## src/rtl/core/ohash_pkg.sv

```systemverilog
// ---------------------------------------------------------------------------
// ohash_pkg
// Shared types and constants for the open-addressed hash table: field
// widths, request, status and slot mark codes, and controller interfaces.
// ---------------------------------------------------------------------------
`default_nettype none

package ohash_pkg;

   // field widths
   localparam int KEY_W      = 64;
   localparam int CODE_W     = 24;
   localparam int PAY_W      = 32;
   localparam int FUNC_W     = 2;
   localparam int STATUS_W   = 3;
   localparam int SLOT_W     = 10;
   localparam int MOD_W      = 11;
   localparam int PRIME_W    = 10;
   localparam int MODE_W     = 2;
   localparam int TEN_W      = 16;
   localparam int SUM_W      = 32;
   localparam int CSR_IDX_W  = 2;
   localparam int CSR_DATA_W = 11;

   // remainder unit: key bits consumed per cycle
   localparam int DIV_DIGITS = 4;

   // register reset values
   localparam logic [MOD_W-1:0]   TABLE_SIZE_RESET   = 11'd1021;
   localparam logic [PRIME_W-1:0] SECOND_PRIME_RESET = 10'd1019;
   localparam logic [MODE_W-1:0]  PROBE_MODE_RESET   = 2'd2;

   // register indexes
   localparam logic [CSR_IDX_W-1:0] CSR_TABLE_SIZE   = 2'd0;
   localparam logic [CSR_IDX_W-1:0] CSR_SECOND_PRIME = 2'd1;
   localparam logic [CSR_IDX_W-1:0] CSR_PROBE_MODE   = 2'd2;

   // probe modes (codes 2 and 3 both act as the additive double hash)
   localparam logic [MODE_W-1:0] MODE_QUAD   = 2'd0;
   localparam logic [MODE_W-1:0] MODE_DH_SUB = 2'd1;

   // additive step offset and the collision mark for statistics
   localparam logic [MOD_W-1:0] STEP_OFFSET = 11'd11;
   localparam logic [MOD_W-1:0] TEN_PROBES  = 11'd10;

   typedef enum logic [FUNC_W-1:0] {
      FUNC_INSERT,
      FUNC_SEARCH,
      FUNC_DELETE,
      FUNC_NOP
   } func_type;

   typedef enum logic [STATUS_W-1:0] {
      STATUS_INSERTED,
      STATUS_DUPLICATE,
      STATUS_FOUND,
      STATUS_NOT_FOUND,
      STATUS_DELETED,
      STATUS_FULL
   } status_type;

   typedef enum logic [1:0] {
      MARK_FREE,
      MARK_USED,
      MARK_GONE
   } mark_type;

   typedef enum logic [3:0] {
      CTRL_CLEAR,
      CTRL_IDLE,
      CTRL_DIV_KEY,
      CTRL_STEP_START,
      CTRL_STEP_WAIT,
      CTRL_CALC,
      CTRL_READ,
      CTRL_DECIDE,
      CTRL_FINISH
   } ctrl_state_type;

   // controller to datapath
   typedef struct packed {
      logic clear;
      logic load;
      logic key_done;
      logic step_start;
      logic init;
      logic calc;
      logic decide;
      logic finish;
   } ctrl_cmd_type;

   // datapath to controller
   typedef struct packed {
      logic clear_last;
      logic req_nop;
      logic div_done;
      logic quad;
      logic probe_end;
      logic out_free;
   } dp_stat_type;

   // (a + b) mod m for a, b below m
   function automatic logic [MOD_W-1:0] add_mod(input logic [MOD_W-1:0] a,
                                                input logic [MOD_W-1:0] b,
                                                input logic [MOD_W-1:0] m);
      logic [MOD_W:0] sum;
      sum = {1'b0, a} + {1'b0, b};
      if (sum >= {1'b0, m}) begin
         sum = sum - {1'b0, m};
      end
      return sum[MOD_W-1:0];
   endfunction

endpackage

`default_nettype wire

```

## src/rtl/core/ohash_ctrl.sv

```systemverilog
// ---------------------------------------------------------------------------
// ohash_ctrl
// Sequencer for the hash table: clearing pass, key reduction, step reduction
// (double-hash modes), one probe per calc/read/decide round until decided.
// ---------------------------------------------------------------------------
`default_nettype none

module ohash_ctrl (
   input  wire logic                    clock,
   input  wire logic                    reset,
   input  wire logic                    req_valid,
   input  wire ohash_pkg::dp_stat_type  stat,
   output logic                         req_ready,
   output ohash_pkg::ctrl_cmd_type      cmd
);

   ohash_pkg::ctrl_state_type state_ff, state_in;

   // state register
   always_ff @(posedge clock) begin
      if (reset) begin
         state_ff <= ohash_pkg::CTRL_CLEAR;
      end else begin
         state_ff <= state_in;
      end
   end

   // next state
   always_comb begin
      state_in = state_ff;
      unique case (state_ff)
         ohash_pkg::CTRL_CLEAR: begin
            if (stat.clear_last) state_in = ohash_pkg::CTRL_IDLE;
         end
         ohash_pkg::CTRL_IDLE: begin
            if (req_valid && !stat.req_nop) state_in = ohash_pkg::CTRL_DIV_KEY;
         end
         ohash_pkg::CTRL_DIV_KEY: begin
            if (stat.div_done) begin
               state_in = stat.quad ? ohash_pkg::CTRL_CALC : ohash_pkg::CTRL_STEP_START;
            end
         end
         ohash_pkg::CTRL_STEP_START: begin
            state_in = ohash_pkg::CTRL_STEP_WAIT;
         end
         ohash_pkg::CTRL_STEP_WAIT: begin
            if (stat.div_done) state_in = ohash_pkg::CTRL_CALC;
         end
         ohash_pkg::CTRL_CALC: begin
            state_in = ohash_pkg::CTRL_READ;
         end
         ohash_pkg::CTRL_READ: begin
            state_in = ohash_pkg::CTRL_DECIDE;
         end
         ohash_pkg::CTRL_DECIDE: begin
            state_in = stat.probe_end ? ohash_pkg::CTRL_FINISH : ohash_pkg::CTRL_CALC;
         end
         ohash_pkg::CTRL_FINISH: begin
            if (stat.out_free) state_in = ohash_pkg::CTRL_IDLE;
         end
         default: begin
            state_in = ohash_pkg::CTRL_CLEAR;
         end
      endcase
   end

   // commands
   always_comb begin
      req_ready      = (state_ff == ohash_pkg::CTRL_IDLE);
      cmd.clear      = (state_ff == ohash_pkg::CTRL_CLEAR);
      cmd.load       = (state_ff == ohash_pkg::CTRL_IDLE) && req_valid && !stat.req_nop;
      cmd.key_done   = (state_ff == ohash_pkg::CTRL_DIV_KEY) && stat.div_done;
      cmd.step_start = (state_ff == ohash_pkg::CTRL_STEP_START);
      cmd.init       = ((state_ff == ohash_pkg::CTRL_DIV_KEY) && stat.div_done && stat.quad)
                       || ((state_ff == ohash_pkg::CTRL_STEP_WAIT) && stat.div_done);
      cmd.calc       = (state_ff == ohash_pkg::CTRL_CALC);
      cmd.decide     = (state_ff == ohash_pkg::CTRL_DECIDE);
      cmd.finish     = (state_ff == ohash_pkg::CTRL_FINISH) && stat.out_free;
   end

endmodule

`default_nettype wire

```

## config.mk

```make
export PLATFORM = sky130hd
export DESIGN_NAME = ohash_ctrl
export DESIGN_NICKNAME = d
export VERILOG_FILES = /design/src/rtl/core/ohash_pkg.sv /design/src/rtl/core/ohash_ctrl.sv
export SDC_FILE = /design/constraint.sdc
export NUM_CORES = 1
export LEC_CHECK = 0
export BUFFER_PORTS_ARGS = -buffer_cell sky130_fd_sc_hd__clkbuf_2
export CAP_MARGIN = 20
export CORE_AREA = 8 8 45 47
export DETAILED_ROUTE_END_ITERATION = 12
export DIE_AREA = 0 0 53 55
export PLACE_DENSITY = 0.53
export SYNTH_ARGS = -nofsm -noshare
export SYNTH_HDL_FRONTEND = slang
export SYNTH_SLANG_ARGS = --single-unit
export TNS_END_PERCENT = 30
```

## constraint.sdc

```tcl
create_clock -name clock -period 3.35 [get_ports clock]
set_input_delay 0.335 -clock clock [delete_from_list [all_inputs] [get_ports clock]]
set_output_delay 0.335 -clock clock [all_outputs]
set_load 0.05 [all_outputs]
```

# Yosys cells after proc, flatten, opt, wreduce, memory -nomap -nowiden
# Cells that the tools add are included.
# word_totals
register_bits,4
wordCells,33
# op_classes
eq_ne,13
muxes,8
n_reduce_logical,11
# ops
op,count
4-bit case mux with 9 select lines,1
4-bit two-way mux,6
"4-bit by 3-bit equality test with 1-bit output, second input constant",4
"4-bit by 2-bit equality test with 1-bit output, second input constant",2
"2-bit != test, second input constant",4
1-bit logical AND,7
5-bit AND reduction,1
"4-bit by 1-bit equality test with 1-bit output, second input constant",1
"4-bit equality test, second input constant",1
4-bit zero test,1
3-bit two-way mux,1
"2-bit by 1-bit != test with 1-bit output, second input constant",1
1-bit zero test,1
1-bit logical OR,1

# Depth between registers and ports, before layout
# Gate-level depths: netlist (run 1).
# depth
word_depth,4
depth_mapped,5
ltp_nobuf,4

# Worst setup path before layout (run 1)
# No wires, ideal clock.
# synth_path
path_type,register to output
start,register state_ff[3]
end,output port cmd[6] (netlist name)
t_arrival_ps,2106
slack_ps,909
stages_incl_launch_ff,4
path_buffers,1
cell_sequence,dfxtp_1 buf_6 nand2b_1 nor4_1
# synth_rtl
element,line_no,text
from (decl),ohash_ctrl.sv:17,"ohash_pkg::ctrl_state_type state_ff, state_in;"
from (signal assigned),ohash_ctrl.sv:22,state_ff <= ohash_pkg::CTRL_CLEAR;
from (signal assigned),ohash_ctrl.sv:24,state_ff <= state_in;
to (decl),ohash_ctrl.sv:14,output ohash_pkg::ctrl_cmd_type cmd

==> impl_metrics.ini, run 1 <==
[sta]
finalCritPeriodShare_pct = 58.1
fin_tns_setup_ps = 0
drv_slew = 0
max-slew-margin-rel_pct = 64.6
max_slew.worst_pin.slew_ps = 531
clock.fmax_ghz = 0.514
rsz0062_at_grt = no
final_hold_viol_count = 0
clock_skew_ps = 2.89
fin_crit_ps = 1950
setup_viol = 0

[final_layout]
nNetsFinal = 80
fin_util_pct = 36.9
area_growth_pct = 19.3
regMostFlops = state_ff
antenna_cells = 0
drive_gt1_share_pct = 39.1
largest_reg_flops = 4
top_regs = state_ff x4

[detailed_routing]
vias = 423
vias_per_cell = 4.98
route.detailed.wl_per_inst_um = 12.1
wl_um = 1030
first_pass_iters = 4
ant_nets = 0
drc = 0
drt_iter0_markers = 3

[power]
p_clk_share_pct = 19.8
switching_share_pct = 49.2
power.switching_mw = 0.150
p_leak_nw = 0.225
p_comb_share_pct = 52.4
cellPowerDensity_nw_per_um2 = 597
vdd_ir_drop_max_uv = 180
power_frac_seq_pct = 27.8
intPower_mw = 0.155

[cts]
cts_buffers = 3
ctsResizeCount = 0
cts_setup_buffers = 0
clockRootBuffer = clkbuf_4
clk_pin_slew_ps = 40
cts_tree = yes
clk_path_buf_depth = 2
htreeDepth = 1
ctsHoldBuffers = 0
clock_latency_ps = 240
clkSinkCount = 4

[logic_synthesis]
syn_nets = 62
synth_warnings = 0
synth-xor-area-share_pct = 2.05
ys_types = 28
synthSimpleGateAreaFrac_pct = 47.1
syn_area_per_cell_sq_um = 8.07
synthMuxAreaShare_pct = 2.34
syn_area_sq_um = 428
synth_fa_ha_area_share_pct = 0
synth_top_family_by_area = simple AND/OR/NAND/NOR gates
synth_compound_area_share_pct = 18.4
ys_seq_area_share_pct = 18.7
synth-seq-cells = 4
syn_inst = 53

[worst_setup_path]
endpoint_kind = output port
critPathRequiredTime_ps = 3010
cpMaxStageDelayCell = dfxtp_1
cp.arrival_ps = 1610
cp_top_family = flip-flops
crit_buf_inv = 1
crit_chain = or2b_2 -> nor2_1 -> clkbuf_2
crit_type = register to output port
slowest_delay_ps = 620
start_kind = register
critPathMaxFanout = 13

[min_path]
min_path_type = primary input to register

[grt]
grt_start_max_net_pins = 14
grt_pass1_wl_um = 1740
grt_pass1_vias = 414
gr-total-overflow = 0
grt_usage_pct = 7.81
antenna_found_initial = 0

[floorplan]
rows = 14
die_y_um = 55
ios = 18
fp.dieArea_sq_um = 2920
core-area_sq_um = 1380
start_util_pct = 30.9
die_w_um = 53

[place]
port_buffers = 17
gp_congestion = 0.740
dp_hpwl_um = 807

[outcome]
run_status = finished clean

[job]
maxCapViolations = 0
-- metrics by stage --
stage	cells	instance area, sq um	worst slack, ps	hold WS (ps)	power (mW)
after detailed placement	82	488	1650	575	0.247
after global placement	82	488	1660	578	0.246
after floorplan	53	428	909	404	0.226
after CTS	85	510	1390	326	0.309
final	85	510	1400	332	0.305
after global routing	85	510	1270	324	0.329
-- per-layer routing --
metal  vias up  track usage, %  wire, um
met2        11            11.9       479
met1       192            9.26       478
met4         0            6.47        17
met5         -               0         0
li1        218               -         -
met3         2            1.60        56
-- power by group through the flow --
| stage | clock network, mW | registers, mW | logic, mW |
|---|---|---|---|
| 5_1_grt | 0.0686 | 0.0887 | 0.171 |
| 6_report | 0.0604 | 0.0847 | 0.159 |
| 3_3_place_gp | 0 | 0.0858 | 0.160 |
| 4_1_cts | 0.0632 | 0.0853 | 0.161 |
| 3_5_place_dp | 0 | 0.0862 | 0.160 |
| 2_1_floorplan | 0 | 0.0652 | 0.161 |
-- layout make-up --
class	count	area (sq um)
multi-input combinational	44	299
inverter	1	3.75
clock buffer	3	22.5
fill	147	873
timing repair buffer	17	85.1
sequential	4	80.1
tap	16	20.0
-- synthesized netlist by cell type, drive strengths merged --
cell / instances / area (sq um)
nand2: 7 / 28.8
nor2: 7 / 26.3
nand2b: 5 / 31.3
buf: 4 / 45.0
dfxtp: 4 / 80.1
a21oi: 3 / 15.0
or2b: 3 / 23.8
nand3: 2 / 15.0
nor4: 2 / 27.5
nor4b: 2 / 23.8
o21a: 2 / 15.0
a22oi: 1 / 12.5
and2: 1 / 6.26
inv: 1 / 3.75
mux2i: 1 / 10.0
nand3b: 1 / 7.51
nor2b: 1 / 6.26
nor3: 1 / 5.00
o21ai: 1 / 5.00
o221ai: 1 / 8.76
o22ai: 1 / 6.26
o32ai: 1 / 16.3
xor2: 1 / 8.76
-- final timing paths --
path,start,end,slack [ps],depth (start not counted)
max,state_ff[1],cmd[5],1400,3
min,reset,state_ff[3],330,2
max reg2reg,state_ff[3],state_ff[2],1920,4
min reg2reg,state_ff[2],state_ff[2],800,2
-- kinds of logic (layout without fill, tap and decap cells) --
family / after synthesis / count (layout)
and+or+nand+nor: 32 / 32
AOI/OAI and AO/OA: 10 / 10
buffers and inverters: 5 / 21
DFF: 4 / 4
xor gates and xnor gates: 1 / 1
muxes: 1 / 1
-- cells in the final DEF, fill, tap and decap left out, drive strengths merged --
cell,synthesis,routed
clkbuf,0,20
nor2,7,7
nand2,7,7
nand2b,5,5
dfxtp,4,4
a21oi,3,3
or2b,3,3
o21a,2,2
nor4b,2,2
nor4,2,2
nand3,2,2
nand3b,1,1
and2,1,1
o221ai,1,1
inv,1,1
xor2,1,1
nor3,1,1
a22oi,1,1
mux2i,1,1
nor2b,1,1
o21ai,1,1
o22ai,1,1
o32ai,1,1
No activity file was read; power rests on OpenSTA's default activity.
==> inputs of run 2 (changes only) <==
==> constraint.sdc (replaced) <==
create_clock -name clock -period 2 [get_ports clock]
set_input_delay 0.2 -clock clock [delete_from_list [all_inputs] [get_ports clock]]
set_output_delay 0.2 -clock clock [all_outputs]
set_load 0.05 [all_outputs]
==> run 2 against run 1 <==
Compared with the run above:
- non-clock buffer count is the same
- clock skew shrank 1.4 ps
- critical path depth is the same
- core utilization grew 0.45 points
- design area grew 1.2%
- routed wire length grew 5.0%
- clock power grew 65%
- critical path type unchanged
- largest cell class unchanged
- highest routed layer unchanged
==> impl_metrics.ini, run 2 (synthesized netlist as in run 1, its figures left out) <==
[outcome]
run_status = finished clean

[worst_setup_path]
crit_buf_inv = 1
cpMaxStageDelayCell = dfxtp_1
critPathMaxFanout = 13
r2r_setup_slack_ps = 570
crit_type = register to output port
slowest_delay_ps = 650
cp_top_family = flip-flops
reg2regPathDepth = 4
endpoint = cmd[5]
start_kind = register
critPathRequiredTime_ps = 1800
endpoint_kind = output port
cp.depth = 3
crit_chain = or2b_2 -> nor2_1 -> clkbuf_2
reg2reg_from = state_ff[1]
critPathLaunch = state_ff[1]
r2r_end = state_ff[2]
cp.arrival_ps = 1640

[detailed_routing]
first_pass_iters = 4
drc = 0
drt_iter0_markers = 14
ant_nets = 0
vias = 427
wl_um = 1080
vias_per_cell = 5.02
route.detailed.wl_per_inst_um = 12.7

[grt]
grt_pass1_wl_um = 1750
busiest_layer = met2
antenna_found_initial = 0
grt_usage_pct = 8.13
met2_usage_pct = 11.7
use_met3_pct = 1.60
grt_start_max_net_pins = 14
gr-total-overflow = 0
grt_pass1_vias = 405
gr-usage-met1_pct = 9.83

[sta]
setup_viol = 0
max_slew.worst_pin.slew_ps = 536
finalCritPeriodShare_pct = 91.8
clock.fmax_ghz = 0.545
clock_skew_ps = 1.51
max-slew-margin-rel_pct = 64.2
final_hold_viol_count = 0
drv_slew = 0
fin_tns_setup_ps = 0
rsz0062_at_grt = no
fin_crit_ps = 1840

[final_layout]
area_growth_pct = 20.8
drive_gt1_share_pct = 40.6
fin_util_pct = 37.3
largest_reg_flops = 4
final_common_cell = clkbuf_2
final_cell_mix = clkbuf_2 (17), nor2_1 (7), nand2_1 (6)
nNetsFinal = 80
regMostFlops = state_ff
n_fill_cell = 145
final_cells = 85
top_regs = state_ff x4
antenna_cells = 0

[cts]
clk_path_buf_depth = 2
ctsHoldBuffers = 0
clock_latency_ps = 230
clkSinkCount = 4
clockRootBuffer = clkbuf_4
cts_setup_buffers = 0
cts_tree = yes
cts_buffers = 3
clk_pin_slew_ps = 40
htreeDepth = 1
ctsResizeCount = 0

[floorplan]
fp.dieArea_sq_um = 2920
die_y_um = 55
die_w_um = 53
ios = 18
rows = 14
core-area_sq_um = 1380
start_util_pct = 30.9

[power]
p_leak_nw = 0.226
cellPowerDensity_nw_per_um2 = 997
finalPower_mw = 0.515
vdd_ir_drop_max_uv = 433

[place]
gp_congestion = 0.681
dp.cells = 82
dp_hpwl_um = 834
port_buffers = 17

[job]
maxCapViolations = 0

[min_path]
min_path_type = primary input to register
run 2: cell counts in the layout (fill, tap and decap cells not counted):
No cell type changed its count.
run 2: through the flow:
stage | setup WS (ps) | area [sq um] | hold slack (ps)
global route | 64.5 | 517 | 200
global placement | 390 | 494 | 447
finish | 164 | 517 | 195
CTS | 148 | 517 | 186
floorplan | 19.8 | 434 | 269
detailed placement | 400 | 494 | 439
run 2: worst min-delay path by stage:
stage / start / to / slack (ps) / depth (start not counted)
floorplan: reset / state_ff[0] / 270 / 1
global placement: reset / state_ff[0] / 450 / 2
detailed placement: reset / state_ff[0] / 440 / 2
CTS: reset / state_ff[0] / 190 / 2
global route: reset / state_ff[3] / 200 / 2
finish: reset / state_ff[3] / 200 / 2
run 2: power by group:
group          internal, mW  total, mW  switching [mW]  leakage (nW)
registers            0.0933      0.144          0.0508        0.0327
clock network        0.0671     0.0998          0.0327        0.0138
logic                0.0996      0.271           0.172         0.179
run 2: layout make-up:
| class | instances | area (sq um) | area share, % |
|---|---|---|---|
| Multi-Input combinational cell | 44 | 305 | 59.1 |
| Timing Repair Buffer | 17 | 85.1 | 16.5 |
| Tap cell | 16 | 20.0 | 3.87 |
| Sequential cell | 4 | 80.1 | 15.5 |
| Inverter | 1 | 3.75 | 0.726 |
| Clock buffer | 3 | 22.5 | 4.36 |
run 2: routing by layer:
layer  wire length [um]  share of wire [%]  vias to the layer above
li1                   -                  -                      217
met2                430                 40                       15
met3                 71                6.6                        2
met4                 19                1.8                        0
met5                  0                  0                        -
met1                562                 52                      193
==> inputs of run 3 (changes only) <==
--- a/config.mk
+++ b/config.mk
@@ -5,12 +5,12 @@
 export SDC_FILE = /design/constraint.sdc
 export NUM_CORES = 1
 export LEC_CHECK = 0
-export BUFFER_PORTS_ARGS = -buffer_cell sky130_fd_sc_hd__clkbuf_2
 export CAP_MARGIN = 20
 export CORE_AREA = 8 8 45 47
 export DETAILED_ROUTE_END_ITERATION = 12
 export DIE_AREA = 0 0 53 55
-export PLACE_DENSITY = 0.53
+export DONT_BUFFER_PORTS = 1
+export PLACE_DENSITY = 0.42
 export SYNTH_ARGS = -nofsm -noshare
 export SYNTH_HDL_FRONTEND = slang
 export SYNTH_SLANG_ARGS = --single-unit
==> run 3 against run 2 <==
Compared with the run above:
- flip-flop and latch count did not move
- die area did not move
- sequential power down 6%
- critical path type unchanged
- largest power group unchanged
- highest routed layer is now met3
==> impl_metrics.ini, run 3 (synthesized netlist as in run 1, its figures left out) <==
[final_layout]
final_cell_mix = buf_4 (9), nor2_1 (7), nand2_1 (6)
antenna_cells = 0
nNetsFinal = 72
post-route-cell-area_sq_um = 499
top_regs = state_ff x4
fin_util_pct = 36.1
final_cells = 77
n_fill_cell = 156
regMostFlops = state_ff
final_common_cell = buf_4
drive_gt1_share_pct = 32.8
area_growth_pct = 16.7
largest_reg_flops = 4

[worst_setup_path]
reg2reg_from = state_ff[3]
critPathMaxFanout = 9
cp.arrival_ps = 1640
start_kind = register
endpoint_kind = output port
critPathRequiredTime_ps = 1800
crit_type = register to output port
critPathLaunch = state_ff[3]

[cts]
ctsResizeCount = 0
clkSinkCount = 4
cts_buffers = 3
cts_setup_buffers = 0
cts_tree = yes
htreeDepth = 1
clk_path_buf_depth = 2
clock_latency_ps = 230
clk_pin_slew_ps = 40
ctsHoldBuffers = 0
clockRootBuffer = clkbuf_4

[place]
dp.cells = 74
dp_hpwl_um = 832
place_ws_ps = 416
port_buffers = 0
placed_cell_area_sq_um = 477
gp_congestion = 0.731

[power]
power.switching_mw = 0.247
intPower_mw = 0.275
p_leak_nw = 0.199
switching_share_pct = 47.3
cellPowerDensity_nw_per_um2 = 1040
vdd_ir_drop_max_uv = 502
finalPower_mw = 0.522
power_frac_seq_pct = 26.1
p_comb_share_pct = 55.2
p_clk_share_pct = 18.7

[sta]
drv_slew = 0
final_hold_viol_count = 0
clock_skew_ps = 4.80
max_slew.worst_pin.slew_ps = 525
fin_tns_setup_ps = 0
max-slew-margin-rel_pct = 65.0
clock.fmax_ghz = 0.544
hold_ws_ps = 30.1
finalCritPeriodShare_pct = 91.9
rsz0062_at_grt = no
fin_crit_ps = 1840
setup_viol = 0
setup_slack_ps = 162

[detailed_routing]
drt_iter0_markers = 10
ant_nets = 0
drc = 0
route.detailed.wl_per_inst_um = 13.5
vias = 379
vias_per_cell = 4.92
wl_um = 1040
first_pass_iters = 4

[grt]
gr-total-overflow = 0
grt_start_max_net_pins = 14
grt_usage_pct = 8.07
grt_pass1_wl_um = 1720
grt_pass1_vias = 400
antenna_found_initial = 0

[min_path]
min_path_type = primary input to register
holdCritStartpoint = reset

[job]
maxCapViolations = 0

[floorplan]
core-area_sq_um = 1380
fp.dieArea_sq_um = 2920
rows = 14
ios = 18
start_util_pct = 30.9
die_y_um = 55
die_w_um = 53

[outcome]
run_status = finished clean
## run 3: cell types whose count changed in the layout (fill, tap and decap cells not counted)
cell      delta
clkbuf_2    -17
buf_4        +9
## run 3: final timing paths
| path | end | slack [ps] | cells after the start |
|---|---|---|---|
| setup / recovery | cmd[0] | 160 | 2 |
| hold / removal | state_ff[3] | 30 | 1 |
| setup reg to reg | state_ff[2] | 530 | 4 |
| hold reg to reg | state_ff[1] | 750 | 2 |
## run 3: power groups by stage
stage          sequential (mW)  clock (mW)  combinational, mW
2_1_floorplan            0.109           0              0.272
3_3_place_gp             0.138           0              0.292
3_5_place_dp             0.138           0              0.291
4_1_cts                  0.136       0.102              0.291
5_1_grt                  0.141       0.110              0.309
6_report                 0.136      0.0973              0.288
## run 3: area by class of cell
cell class	count	area, sq um	share of cell area (%)
Inverter	1	3.75	0.752
Timing Repair Buffer	9	67.6	13.5
Sequential cell	4	80.1	16.0
Clock buffer	3	22.5	4.51
Multi-Input combinational cell	44	305	61.2
Tap cell	16	20.0	4.01
## run 3: worst max-delay path, cell delays in order, from the launching register on
cell and delay, ps:
dfxtp_1 530, nor4b_1 370, and2_1 500
## run 3: layer usage
metal | vias up | global-route usage (%) | share of wire (%)
li1 | 200 | - | -
met1 | 168 | 8.17 | 44
met2 | 11 | 13.1 | 47
met3 | 0 | 4.81 | 9.3
met4 | 0 | 3.88 | 0
met5 | - | 0 | 0
